### src/rtl/core/spq_pkg.sv
// Shared types, codes and defaults of the stable priority request queue.
`default_nettype none

package spq_pkg;

   // Default number of queue entries.
   localparam int SPQ_DEPTH = 16;

   // Field widths of one item.
   localparam int CMD_W    = 2;
   localparam int PRIO_W   = 4;
   localparam int CLIENT_W = 16;
   localparam int PID_W    = 22;
   localparam int XFORM_W  = 4;
   localparam int HANDLE_W = 16;
   localparam int STATUS_W = 2;
   localparam int OCC_W    = 5;

   // Command codes.
   localparam logic [CMD_W-1:0] CMD_INSERT = 2'd0;
   localparam logic [CMD_W-1:0] CMD_REMOVE = 2'd1;
   localparam logic [CMD_W-1:0] CMD_POP    = 2'd2;
   localparam logic [CMD_W-1:0] CMD_LOOKUP = 2'd3;

   // Status codes.
   localparam logic [STATUS_W-1:0] STATUS_OK       = 2'd0;
   localparam logic [STATUS_W-1:0] STATUS_FULL     = 2'd1;
   localparam logic [STATUS_W-1:0] STATUS_EMPTY    = 2'd2;
   localparam logic [STATUS_W-1:0] STATUS_NOTFOUND = 2'd3;

   // One stored queue entry, 62 bits.
   typedef struct packed {
      logic [PRIO_W-1:0]   prio;
      logic [CLIENT_W-1:0] client;
      logic [PID_W-1:0]    pid;
      logic [XFORM_W-1:0]  transforms;
      logic [HANDLE_W-1:0] handle;
   } entry_type;

endpackage

`default_nettype wire

### src/rtl/core/spq_mem.sv
// Entry store: one write port and one read port with registered read data.
`default_nettype none

module spq_mem #(
   parameter int DEPTH = spq_pkg::SPQ_DEPTH
) (
   input  wire logic                     clock,
   input  wire logic                     rd_en,
   input  wire logic [$clog2(DEPTH)-1:0] rd_addr,
   output spq_pkg::entry_type            rd_data,
   input  wire logic                     wr_en,
   input  wire logic [$clog2(DEPTH)-1:0] wr_addr,
   input  wire spq_pkg::entry_type       wr_data
);
   import spq_pkg::*;

   entry_type mem_array [DEPTH];
   entry_type rd_data_ff;

   // Write port.
   always_ff @(posedge clock) begin
      if (wr_en) begin
         mem_array[wr_addr] <= wr_data;
      end
   end

   // Read port with registered read data.
   always_ff @(posedge clock) begin
      if (rd_en) begin
         rd_data_ff <= mem_array[rd_addr];
      end
   end

   assign rd_data = rd_data_ff;

endmodule

`default_nettype wire

### src/rtl/core/stable_priority_request_queue_core.sv
// Top level of the stable priority request queue: command sequencer around the entry store.
`default_nettype none

// Stable priority request queue.
// A command item is taken at a rising edge with start high and busy low; busy stays
// high while the command walks the entry store. Exactly one result item follows each
// command: rsp_valid is high for one cycle with status, the returned entry and the
// occupancy after the command. The receiver cannot stall, so results are never held.
// Steps of each command, after which the result item is registered:
//   insert into an empty or full queue, and any command on an empty queue: no walk;
//   insert: each entry of lower priority moves up by one, then the new entry is written;
//   lookup: entries are compared from the head up to the match (all of them if none);
//   remove and pop: the compare walk, then each entry after the match moves down by one.
// The pace is set by the single read and single write port of the entry store: the
// sequencer moves one entry per cycle, reading the next entry while it writes the
// previous one, so a read and a write never meet at the same address.
// Reset clears the entry count and the sequencer; the store itself needs no clearing
// pass, since only entries below the count are ever read. The block is ready for a
// command as soon as reset is released.
module stable_priority_request_queue_core #(
   parameter int DEPTH = spq_pkg::SPQ_DEPTH
) (
   input  wire logic                           clock,
   input  wire logic                           reset,
   input  wire logic                           start,
   output logic                                busy,
   input  wire logic [spq_pkg::CMD_W-1:0]      req_command,
   input  wire logic [spq_pkg::PRIO_W-1:0]     req_priority_req,
   input  wire logic [spq_pkg::CLIENT_W-1:0]   req_client_id,
   input  wire logic [spq_pkg::PID_W-1:0]      req_request_pid,
   input  wire logic [spq_pkg::XFORM_W-1:0]    req_transform_count,
   input  wire logic [spq_pkg::HANDLE_W-1:0]   req_payload_handle,
   output logic                                rsp_valid,
   output logic [spq_pkg::STATUS_W-1:0]        rsp_status,
   output logic [spq_pkg::PRIO_W-1:0]          rsp_found_priority,
   output logic [spq_pkg::CLIENT_W-1:0]        rsp_found_client,
   output logic [spq_pkg::PID_W-1:0]           rsp_found_pid,
   output logic [spq_pkg::XFORM_W-1:0]         rsp_found_transforms,
   output logic [spq_pkg::HANDLE_W-1:0]        rsp_found_handle,
   output logic [spq_pkg::OCC_W-1:0]           rsp_occupancy
);
   import spq_pkg::*;

   localparam int AW = $clog2(DEPTH);
   localparam int CW = $clog2(DEPTH + 1);

   // Sequencer states.
   localparam logic [1:0] S_IDLE  = 2'd0;
   localparam logic [1:0] S_INS   = 2'd1;
   localparam logic [1:0] S_SCAN  = 2'd2;
   localparam logic [1:0] S_SHIFT = 2'd3;

   logic [1:0]       state_ff, state_in;
   logic [CMD_W-1:0] cmd_ff, cmd_in;
   entry_type        new_ff, new_in;
   entry_type        got_ff, got_in;
   logic [AW-1:0]    ptr_ff, ptr_in;
   logic [CW-1:0]    count_ff, count_in;

   logic             rsp_valid_ff;
   logic [STATUS_W-1:0] rsp_status_ff;
   entry_type        rsp_entry_ff;
   logic [OCC_W-1:0] rsp_occ_ff;

   logic             rd_en, wr_en;
   logic [AW-1:0]    rd_addr, wr_addr;
   entry_type        rd_entry, wr_data, req_entry;

   logic                finish;
   logic [STATUS_W-1:0] fin_status;
   entry_type           fin_entry;
   logic [CW+OCC_W-1:0] occ_wide;

   logic [CW-1:0]    ptr_next, ptr_next2;
   logic             scan_last, shift_last, scan_match;

   assign req_entry = '{prio: req_priority_req, client: req_client_id,
                        pid: req_request_pid, transforms: req_transform_count,
                        handle: req_payload_handle};

   spq_mem #(
      .DEPTH(DEPTH)
   ) u_mem (
      .clock   (clock),
      .rd_en   (rd_en),
      .rd_addr (rd_addr),
      .rd_data (rd_entry),
      .wr_en   (wr_en),
      .wr_addr (wr_addr),
      .wr_data (wr_data)
   );

   // Positions one and two entries on from the pointer, at count width.
   assign ptr_next   = CW'(ptr_ff) + CW'(1);
   assign ptr_next2  = CW'(ptr_ff) + CW'(2);
   assign scan_last  = (ptr_next == count_ff);
   assign shift_last = (ptr_next2 == count_ff);
   assign scan_match = (cmd_ff == CMD_POP) || (rd_entry.client == new_ff.client);

   // Command sequencer: at most one entry read and at most one entry written per cycle.
   always_comb begin
      state_in   = state_ff;
      cmd_in     = cmd_ff;
      new_in     = new_ff;
      got_in     = got_ff;
      ptr_in     = ptr_ff;
      count_in   = count_ff;
      rd_en      = 1'b0;
      rd_addr    = '0;
      wr_en      = 1'b0;
      wr_addr    = '0;
      wr_data    = new_ff;
      finish     = 1'b0;
      fin_status = STATUS_OK;
      fin_entry  = '0;
      unique case (state_ff)
         S_IDLE: begin
            if (start) begin
               cmd_in = req_command;
               new_in = req_entry;
               if (req_command == CMD_INSERT) begin
                  if (count_ff == CW'(DEPTH)) begin
                     finish     = 1'b1;
                     fin_status = STATUS_FULL;
                  end else if (count_ff == '0) begin
                     wr_en    = 1'b1;
                     wr_data  = req_entry;
                     count_in = CW'(1);
                     finish   = 1'b1;
                  end else begin
                     rd_en    = 1'b1;
                     rd_addr  = AW'(count_ff - CW'(1));
                     ptr_in   = AW'(count_ff);
                     state_in = S_INS;
                  end
               end else if (count_ff == '0) begin
                  finish     = 1'b1;
                  fin_status = STATUS_EMPTY;
               end else begin
                  rd_en    = 1'b1;
                  ptr_in   = '0;
                  state_in = S_SCAN;
               end
            end
         end
         S_INS: begin
            // Walk down from the tail, moving lower priority entries up by one.
            if (ptr_ff == '0) begin
               wr_en    = 1'b1;
               count_in = count_ff + CW'(1);
               finish   = 1'b1;
               state_in = S_IDLE;
            end else if (rd_entry.prio < new_ff.prio) begin
               wr_en   = 1'b1;
               wr_addr = ptr_ff;
               wr_data = rd_entry;
               ptr_in  = ptr_ff - AW'(1);
               if (ptr_ff != AW'(1)) begin
                  rd_en   = 1'b1;
                  rd_addr = ptr_ff - AW'(1) - AW'(1);
               end
            end else begin
               wr_en    = 1'b1;
               wr_addr  = ptr_ff;
               count_in = count_ff + CW'(1);
               finish   = 1'b1;
               state_in = S_IDLE;
            end
         end
         S_SCAN: begin
            // Compare the entry at the pointer while fetching the next one.
            if (!scan_last) begin
               rd_en   = 1'b1;
               rd_addr = AW'(ptr_next);
            end
            if (scan_match) begin
               if (cmd_ff == CMD_LOOKUP) begin
                  finish    = 1'b1;
                  fin_entry = rd_entry;
                  state_in  = S_IDLE;
               end else if (scan_last) begin
                  count_in  = count_ff - CW'(1);
                  finish    = 1'b1;
                  fin_entry = rd_entry;
                  state_in  = S_IDLE;
               end else begin
                  got_in   = rd_entry;
                  state_in = S_SHIFT;
               end
            end else if (scan_last) begin
               finish     = 1'b1;
               fin_status = STATUS_NOTFOUND;
               state_in   = S_IDLE;
            end else begin
               ptr_in = AW'(ptr_next);
            end
         end
         S_SHIFT: begin
            // Close the gap: the entry after the pointer moves down by one.
            wr_en   = 1'b1;
            wr_addr = ptr_ff;
            wr_data = rd_entry;
            if (shift_last) begin
               count_in  = count_ff - CW'(1);
               finish    = 1'b1;
               fin_entry = got_ff;
               state_in  = S_IDLE;
            end else begin
               rd_en   = 1'b1;
               rd_addr = AW'(ptr_next2);
               ptr_in  = AW'(ptr_next);
            end
         end
         default: begin
            state_in = S_IDLE;
         end
      endcase
   end

   // Occupancy is the new count masked to the result width.
   assign occ_wide = {{OCC_W{1'b0}}, count_in};

   // Control state.
   always_ff @(posedge clock) begin
      if (reset) begin
         state_ff     <= S_IDLE;
         count_ff     <= '0;
         rsp_valid_ff <= 1'b0;
      end else begin
         state_ff     <= state_in;
         count_ff     <= count_in;
         rsp_valid_ff <= finish;
      end
   end

   // Working registers and the result item.
   always_ff @(posedge clock) begin
      cmd_ff <= cmd_in;
      new_ff <= new_in;
      got_ff <= got_in;
      ptr_ff <= ptr_in;
      if (finish) begin
         rsp_status_ff <= fin_status;
         rsp_entry_ff  <= fin_entry;
         rsp_occ_ff    <= occ_wide[OCC_W-1:0];
      end
   end

   assign busy                 = (state_ff != S_IDLE);
   assign rsp_valid            = rsp_valid_ff;
   assign rsp_status           = rsp_status_ff;
   assign rsp_found_priority   = rsp_entry_ff.prio;
   assign rsp_found_client     = rsp_entry_ff.client;
   assign rsp_found_pid        = rsp_entry_ff.pid;
   assign rsp_found_transforms = rsp_entry_ff.transforms;
   assign rsp_found_handle     = rsp_entry_ff.handle;
   assign rsp_occupancy        = rsp_occ_ff;

endmodule

`default_nettype wire

### config.mk
export PLATFORM = sky130hd
export DESIGN_NAME = stable_priority_request_queue_core
export DESIGN_NICKNAME = d
export VERILOG_FILES = /design/src/rtl/core/spq_pkg.sv /design/src/rtl/core/spq_mem.sv /design/src/rtl/core/stable_priority_request_queue_core.sv
export SDC_FILE = /design/constraint.sdc
export NUM_CORES = 1
export LEC_CHECK = 0
export ABC_AREA = 1
export ABC_CLOCK_PERIOD_IN_PS = 5400
export BUFFER_PORTS_ARGS = -buffer_cell sky130_fd_sc_hd__buf_4
export CORE_UTILIZATION = 29
export CTS_CLUSTER_DIAMETER = 50
export DETAILED_ROUTE_END_ITERATION = 16
export PLACE_DENSITY = 0.41
export SYNTH_ARGS = -nofsm -noshare
export SYNTH_HDL_FRONTEND = slang
export SYNTH_SLANG_ARGS = --single-unit
### constraint.sdc
create_clock -name clock -period 5.4 [get_ports clock]
set_clock_uncertainty 0.15 [all_clocks]
set_input_delay 1.08 -clock clock [delete_from_list [all_inputs] [get_ports clock]]
set_output_delay 1.08 -clock clock [all_outputs]
set_load 0.02 [all_outputs]
[After elaboration in Yosys (flattened, before gate mapping)]
Memory sizes are Yosys's and may differ from the RTL's. A register that Yosys moved wholly into a read port is not among the register bits.
Cells that the tools add are included.
Word-level totals
  bits in registers: 207
  RAM bits: 992
  bits of input ports: 67
  output and inout port bits: 71
  word-level logic and storage cells: 158
  memories kept: 1
Cells by class
  add/sub/neg operators: 6
  magnitude comparators: 1
  equality and inequality tests: 22
  muxes and demuxes: 93
  bitwise logic cells: 2
  reduce and logical (&&, ||, !) cells: 11
Memories
  u_mem.mem_array: words 16, width 62, rd ports 1, clocked after memory_dff 1, write ports 1, line spq_mem.sv:17  | entry_type mem_array [DEPTH];
Operators with widths (number)
  62-bit 2-to-1 mux: 10
  62-bit case mux with 3 select lines: 1
  62-bit case mux with 2 select lines: 1
  4-bit 2-to-1 mux: 20
  5-bit 2-to-1 mux: 10
  2-bit 2-to-1 mux: 17
  4-bit case mux with 4 select lines: 2
  1-bit 2-to-1 mux: 25
  5-bit case mux with 4 select lines: 1
  16-bit == test: 1
  3-bit inequality test (second input constant): 5
  2-bit inequality test (second input constant): 7
  5-bit == test: 2
  9-bit AND reduction: 1
  2-bit == test (second input constant): 4
  1-bit case mux with 4 select lines: 2
  2-bit case mux with 4 select lines: 1
  4-bit case mux with 2 select lines: 1
  4-bit by 1-bit subtractor with 4-bit output (second input constant): 2
  7-bit AND reduction: 1
  4-bit by 1-bit adder with 5-bit output (second input constant): 1
  4-bit by 2-bit adder with 5-bit output (second input constant): 1
  5-bit by 1-bit adder with 5-bit output (second input constant): 1
  5-bit == test (second input constant): 1
  15 further kinds: 17

[Longest topological paths before layout]
Gate-level depths: netlist (run 1).
  depth after elaboration: 8
  depth in mapped cells: 20
  depth with buffers taken out: 17

[Modules after synthesis]
Synthesis (run 1) repeated with hierarchy kept, for this count alone.
Unflattened totals
  cell total of the unflattened synthesis: 5091
  area, all modules: 54287.1 um2
Modules (own cells, without submodules)
  spq_mem: times used 1, cells an instance 4081, area each 44181.1 um2, sequential area each 31650.4 um2
  stable_priority_request_queue_core: times used 1, cells an instance 1010, area each 10105.9 um2, sequential area each 6135.9 um2

[Worst setup path before layout (run 1)]
No wires, ideal clock.
  path type: register to register
  start point: register ptr_ff[1]
  end point: register, netlist name u_mem.rd_data[0]
  setup time: 0.519 ns
  arrival time: 4.729 ns
  data required time: 4.731 ns
  slack: 0.002 ns
  cell stages (with the launch flop): 8
  path buffers: 0
  period minus slack after synthesis: 5.398 ns
  cell sequence: edfxtp_1 inv_1 ha_1 xor2_1 nor2_1 nand3_2 nand2_2 a31oi_1
On the way
  elaborated cells on any way between the ends: 20
  classes of those cells: 4 x add/sub; 3 x eq/ne; 12 x mux; 1 x reduce/logical
RTL lines
  from (decl): line stable_priority_request_queue_core.sv:57  | logic [AW-1:0] ptr_ff, ptr_in;
  from (signal assigned): line stable_priority_request_queue_core.sv:241  | ptr_ff <= ptr_in;
  parallel branches: the longest is 4 deep, another holds 4-bit by 2-bit adder with 5-bit output
  1-bit case mux with 4 select lines *: line stable_priority_request_queue_core.sv:116  | unique case (state_ff)
  via rd_en: line stable_priority_request_queue_core.sv:65  | logic rd_en, wr_en;
Mark *: on every way through the listed nets, which the timed path passes.
A chain may end at the register's enable or synchronous reset.

[Final worst setup path (run 1)]
  start point: register ptr_ff[0]
  end point: register, netlist name u_mem.rd_data[0]
On the way
  longest elaborated chain between the ends: 6
  elaborated cells on any way between the ends: 20
  classes of those cells: 4 x add/sub; 3 x eq/ne; 12 x mux; 1 x reduce/logical
Ends and longest elaborated chain
  4-bit by 1-bit subtractor with 4-bit output (2 in series): line stable_priority_request_queue_core.sv:160  | rd_addr = ptr_ff - AW'(1) - AW'(1);
  4-bit 2-to-1 mux: line stable_priority_request_queue_core.sv:158  | if (ptr_ff != AW'(1)) begin
  4-bit 2-to-1 mux: line stable_priority_request_queue_core.sv:153  | end else if (rd_entry.prio < new_ff.prio) begin
  4-bit 2-to-1 mux: line stable_priority_request_queue_core.sv:148  | if (ptr_ff == '0) begin
  4-bit case mux with 4 select lines: line stable_priority_request_queue_core.sv:116
Several ways; a longest one is shown, not always the timed one.

==> results of run 1 <==
-- final cells by class --
cell class | instances | area (um2) | area share
antenna | 2 | 5.005 | 0.00008161
clock buffer | 183 | 4079 | 0.06651
clock inverter | 93 | 848.3 | 0.01383
inverter | 66 | 261.5 | 0.004264
multi-input combinational | 2666 | 12930 | 0.2109
sequential | 1261 | 37790 | 0.6162
tap | 2355 | 2947 | 0.04805
timing repair buffer | 267 | 2467 | 0.04023
-- kinds of logic (layout without fill, tap and decap cells) --
group	Yosys count	after routing	share of synthesized area
compound gates	217	217	0.02952
xor+xnor	18	18	0.003009
fa+ha+maj	12	12	0.002865
buf+inv	379	609	0.03620
flops	1261	1261	0.7212
other cells	0	2	0
simple gates	2419	2419	0.2072
-- placed cells by master (no fill, tap or decap), types with 7 or more instances in the layout --
master / instances
clkbuf_1: 23
inv_6: 13
xor2_1: 11
nor2_1: 74
inv_2: 13
nand3_1: 1303
dfxtp_1: 8
edfxtp_1: 1253
inv_1: 49
ha_1: 12
o211ai_1: 37
clkinv_2: 24
bufinv_16: 11
o221ai_1: 13
buf_4: 230
buf_12: 37
xnor2_1: 7
a32o_1: 62
nor2_4: 25
clkinv_1: 28
nor3_1: 7
clkinvlp_4: 12
nand2_1: 984
o21ai_0: 78
clkbuf_16: 159
a21oi_1: 22
-- layer usage --
metal,wire [um],global-route usage
met2,84890,0.3171
met1,79270,0.2639
met3,9021,0.02619
met5,0,0
met4,3960,0.05458
-- power groups by stage --
stage               Combinational, mW  Sequential, mW  Clock, mW
floorplan                        7.82            14.8          0
global placement                 13.3            14.8          0
detailed placement               13.2            14.8          0
CTS                              13.3            14.6       10.4
global route                     14.5            14.7       10.7
finish                           13.1            14.6       10.1
-- state kept, by name, summed over array words and instances (netlist names), 16 cells and up --
| name | flops |
|---|---|
| rsp_found_handle | 16 |
| rsp_found_pid | 22 |
| rsp_found_client | 16 |
| u_mem.mem_array | 992 |
| new_ff | 62 |
| got_ff | 62 |
| u_mem.rd_data | 62 |
-- through the flow --
stage | instance area (um2) | std cells | total power [mW]
after CTS | 61320 | 6891 | 38.31
after global routing | 61330 | 6893 | 39.91
after global placement | 56390 | 6615 | 28.08
after floorplan | 52400 | 4306 | 22.66
final | 61330 | 6893 | 37.86
after detailed placement | 56390 | 6615 | 28.06
-- worst paths after layout --
| check | to | slack [ps] | cells after the start |
|---|---|---|---|
| setup / recovery | u_mem.rd_data[0] | 1110 | 16 |
| hold / removal | new_ff[37] | 320 | 1 |
| setup reg to reg | u_mem.rd_data[0] | 1110 | 16 |
| hold reg to reg | got_ff[37] | 340 | 0 |
-- critical path, cell delays in order, from the launching register on --
cell      delay, ps
edfxtp_1        680
clkinv_4        200
ha_1            420
inv_1           140
nand2_1          70
nand2_1          60
nand3_1          90
nor2_2          150
nand2_2         170
nand3_2         140
nand4_4         750
buf_12          550
nand3_1         140
nand3_1          80
nand2_1         140
nand2_1          60
nand2_1          80
==> impl_metrics.ini, run 1 <==
[critical_path]
r2r_start = ptr_ff[0]
critPathLaunchType = flop
critPathCaptureType = flop
path_max_fanout = 53
cp-startpoint = ptr_ff[0]
worst-setup-path-type = reg -> reg
arrival_ps = 4790
cp.required_ps = 5900

[synth]
synthCells = 4306
syn_nets = 4385
seq_area_frac_synth = 0.7212
synthTopCellsByCount = nand3_1 (1303), edfxtp_1 (1253), nand2_1 (988)
synth_top_area_share = 0.7181
synth.most_common_cell = nand3_1
synth_async_sr_flop_share = 0
syn_area_per_cell_um2 = 12.17
yosysTopAreaCell = edfxtp_1
synth_cell_types = 39
ys.flop_type = edfxtp_1
yosys_warnings = 0
synth_area_leaders = edfxtp_1 (72%), nand3_1 (12%), nand2_1 (7.1%), buf_2 (1.7%), a32o_1 (1.2%)
synth-seq-cells = 1261
synth_edf_count = 1253
syn-cell-area_um2 = 52400

[grt]
antenna_found_initial = 5
grt_max_degree = 205
grt_pass1_vias = 34040
grt_pass1_wl_mm = 252.9
grt.overflow.total = 0
track_usage = 0.1925

[final_layout]
syn2layout_area_growth_pct = 17.04
nets = 4493
final_util = 0.3426
fillers = 17810
drive_above_1_share = 0.1219

[power]
clock_power_share = 0.268
p_leak_nw = 21.38
seqPwrFrac = 0.386
p_per_area_nw_per_um2 = 617.4
p_int_mw = 23.38
swShare = 0.3825
p_sw_mw = 14.48
max-vdd-ir-drop_mv = 0.4843
p_comb_frac = 0.346

[clocking]
root_buffer = clkbuf_16
clk_pin_slew_ps = 60
ctsResizeCount = 0
cts_setup_buffers = 0
cts_tree = yes
cts.sinks = 1261
clockBufferDepth = 3
cts_hold_buf = 0
numCtsBuffers = 152
h-tree-depth = 4
clock_latency_ps = 800

[routing]
drt_iter0_drc = 3222
via_count = 35120
via_per_inst = 5.094
ant_nets = 0
drc = 0
drt_wl_total_mm = 177.1
drt-wirelength-per-cell_um = 25.70
dr.pass1.iters = 7

[sta]
period_minus_slack_ps = 4289
slew-limit-headroom = 0.1480
tightest_slew_ps = 1272
fmax_ghz = 0.2331
rsz0062_at_grt = false
min_period_over_period = 0.7943
hold_viol_final = 0
finalSetupTns_ps = 0
timing.hold.ws_ps = 323.2
setup_violations = 0
worst_slack_ps = 1111
slew_violations = 0

[min_path]
hold_path.class = in -> reg
min_from = req_request_pid[17]

[outcome]
outcome = completed

[floorplanning]
start_util = 0.2927
core_area_um2 = 179000
dieArea_um2 = 182400
ios = 138
die_w_um = 427.1
fp.dieH_um = 427.1
row_count = 155

[place]
preCtsSetupSlack_ps = 1162
portBuffers = 137
hpwl_mm = 88.04
routabilityCongestion = 0.8051

[job]
maxCapViolations = 0
Note: power is estimated with default switching activity, not from simulation.
==> inputs of run 2 (changes only) <==
--- a/config.mk
+++ b/config.mk
@@ -5,13 +5,13 @@
 export SDC_FILE = /design/constraint.sdc
 export NUM_CORES = 1
 export LEC_CHECK = 0
-export ABC_AREA = 1
-export ABC_CLOCK_PERIOD_IN_PS = 5400
+export ABC_AREA = 0
+export ABC_CLOCK_PERIOD_IN_PS = 4450
 export BUFFER_PORTS_ARGS = -buffer_cell sky130_fd_sc_hd__buf_4
 export CORE_UTILIZATION = 29
 export CTS_CLUSTER_DIAMETER = 50
 export DETAILED_ROUTE_END_ITERATION = 16
-export PLACE_DENSITY = 0.41
+export PLACE_DENSITY = 0.39
 export SYNTH_ARGS = -nofsm -noshare
 export SYNTH_HDL_FRONTEND = slang
 export SYNTH_SLANG_ARGS = --single-unit
==> constraint.sdc (replaced) <==
create_clock -name clock -period 4.45 [get_ports clock]
set_clock_uncertainty 0.15 [all_clocks]
set_input_delay 0.89 -clock clock [delete_from_list [all_inputs] [get_ports clock]]
set_output_delay 0.89 -clock clock [all_outputs]
set_load 0.02 [all_outputs]
==> impl_metrics.ini, run 2 <==
[power]
p_per_area_nw_per_um2 = 644.7
finalPower_mw = 38.28
p_leak_nw = 22.58
max-vdd-ir-drop_mv = 0.7082

[critical_path]
crit_buf_inv = 3
cpMaxStageDelayCell = or4_1
path_max_fanout = 29
r2r_cells = 12
critPathLaunchType = flop
path_delay_family = simple AND/OR/NAND/NOR gates
arrival_ps = 4630
reg2reg_to = u_mem.rd_data[48]
critPathCaptureType = flop
cp.required_ps = 4820
path_cells = ha_1 -> xor2_1 -> or3_1 -> a21oi_4 -> nor3_1 -> a2111oi_2 -> buf_4 -> buf_16 -> buf_16 -> mux2i_1 -> o22ai_1 -> or4_1
r2r_start = ptr_ff[2]
crit_top_cell = buf_16
max_stage_delay_ps = 520
r2r_setup_slack_ps = 190
worst-setup-path-type = reg -> reg

[synth]
yosysTopAreaCell = edfxtp_1
synth-seq-cells = 1261
syn-cell-area_um2 = 48780
yosys_warnings = 0
synth_area_leaders = edfxtp_1 (77%), mux2i_1 (10%), o22ai_1 (3.2%), a22o_1 (1.1%), nand2_1 (1.0%)
syn_area_per_cell_um2 = 17.96
synth.most_common_cell = edfxtp_1
syn_nets = 2795
synthTopCellsByCount = edfxtp_1 (1253), mux2i_1 (497), o22ai_1 (252)
synth_top_area_share = 0.7713
synth_async_sr_flop_share = 0
synthCells = 2716
ys.flop_type = edfxtp_1
synth_cell_types = 61
synth_edf_count = 1253
seq_area_frac_synth = 0.7746

[grt]
grt_max_degree = 63
track_usage = 0.1726
grt.overflow.total = 0
antenna_found_initial = 0
grt_pass1_wl_mm = 206.1
grt_pass1_vias = 27040

[sta]
fmax_ghz = 0.2347
period_minus_slack_ps = 4260
slew-limit-headroom = 0.2609
min_period_over_period = 0.9573
worst_slack_ps = 189.9
tightest_slew_ps = 1106
rsz0062_at_grt = true
setup_violations = 0
slew_violations = 0
hold_viol_final = 0

[clocking]
numCtsBuffers = 158
clockBufferDepth = 3
clock_latency_ps = 800
cts.sinks = 1261
h-tree-depth = 4
cts_setup_buffers = 0
cts_tree = yes
ctsResizeCount = 0
cts_hold_buf = 0
clk_pin_slew_ps = 60
root_buffer = clkbuf_16

[final_layout]
diodes = 0
regMostFlops = u_mem.mem_array
largest_register_ffs = 992
final_util = 0.3555
final_cell_mix = edfxtp_1 (1253), mux2i_1 (497), o22ai_1 (252)
mostFrequentLayoutCell = edfxtp_1
nets = 3097
seq_area_um2 = 37790
syn2layout_area_growth_pct = 21.73
fillers = 15680
layoutNonFillerInstCount = 5355
multiInputGateArea_um2 = 10350
drive_above_1_share = 0.1838

[floorplanning]
core_area_um2 = 167000
row_count = 150
start_util = 0.2920
dieArea_um2 = 169900
fp.dieH_um = 412.1
die_w_um = 412.1
ios = 138

[min_path]
hold_path.class = in -> reg
min_from = req_request_pid[13]
min_path_cells = 1
hold-path-endpoint = new_ff[33]

[place]
routabilityCongestion = 0.7747
portBuffers = 137
dp_cells = 5062
preCtsSetupSlack_ps = 166.3
hpwl_mm = 81.81

[outcome]
outcome = completed

[routing]
drt_iter0_drc = 2135
drt_wl_total_mm = 147.6
via_per_inst = 4.946
ant_nets = 0
drc = 0
dr.pass1.iters = 5
via_count = 26490
drt-wirelength-per-cell_um = 27.57

[job]
maxCapViolations = 0
[run 2: worst reg2reg max path: cells and delay by family (launching register included)]
kind                     cells  cell delay [ps]
buffers and inverters        3              840
flip-flops                   1              500
AO/OA/AOI/OAI                3              780
adder cells (fa/ha/maj)      1              300
XOR/XNOR                     1              190
multiplexers                 1              270
AND/OR/NAND/NOR              3              970
[run 2: report_power, final]
group	switching (mW)	leakage (nW)	internal, mW
Sequential	0.802	11.5	15.6
Combinational	5.88	8.57	3.32
Clock	5.21	2.52	7.49
Total	11.9	22.6	26.4
[run 2: layer usage]
metal,GRT usage,up-vias,wire (um),part of all wire
met4,0.04438,0,2812,0.019
li1,-,11690,-,-
met1,0.2486,13970,70750,0.48
met5,0,-,0,0
met3,0.02746,180,6363,0.043
met2,0.2699,650,67710,0.46
[run 2: logic make-up (layout without fill, tap and decap cells)]
| family | after synthesis | in the layout | synth area share |
|---|---|---|---|
| AOI/OAI and AO/OA | 435 | 435 | 0.06256 |
| and+or+nand+nor | 312 | 312 | 0.03281 |
| xor gates and xnor gates | 35 | 35 | 0.006284 |
| adders and majority gates | 12 | 12 | 0.003078 |
| buffers and inverters | 164 | 599 | 0.01870 |
| DFF | 1261 | 1261 | 0.7746 |
| muxes | 497 | 497 | 0.1020 |
[run 2: stage by stage]
stage,area (um2),setup TNS (ps),hold WS [ps]
3_5_place_dp,54130,0,336.9
2_1_floorplan,49050,-244340,301.3
3_3_place_gp,54130,0,315.2
5_1_grt,59380,-1.228,71.49
4_1_cts,59360,0,47.67
6_report,59380,0,124.8
[run 2: worst max path at each step]
stage	to	cells after the start	startpoint	slack, ps
6_report	u_mem.rd_data[48]	12	ptr_ff[2]	190
5_1_grt	u_mem.rd_data[26]	12	ptr_ff[2]	-1
4_1_cts	u_mem.rd_data[48]	12	ptr_ff[2]	150
3_5_place_dp	u_mem.rd_data[48]	12	ptr_ff[2]	170
3_3_place_gp	u_mem.rd_data[48]	12	ptr_ff[2]	130
2_1_floorplan	u_mem.mem_array[4][0]	6	req_command[1]	-590
[run 2: cell type report]
class | instances | share of cell area
Multi-Input combinational cell | 1291 | 0.1743
Clock inverter | 109 | 0.01972
Tap cell | 2204 | 0.04644
Inverter | 16 | 0.001011
Sequential cell | 1261 | 0.6363
Clock buffer | 184 | 0.06823
Timing Repair Buffer | 290 | 0.05396
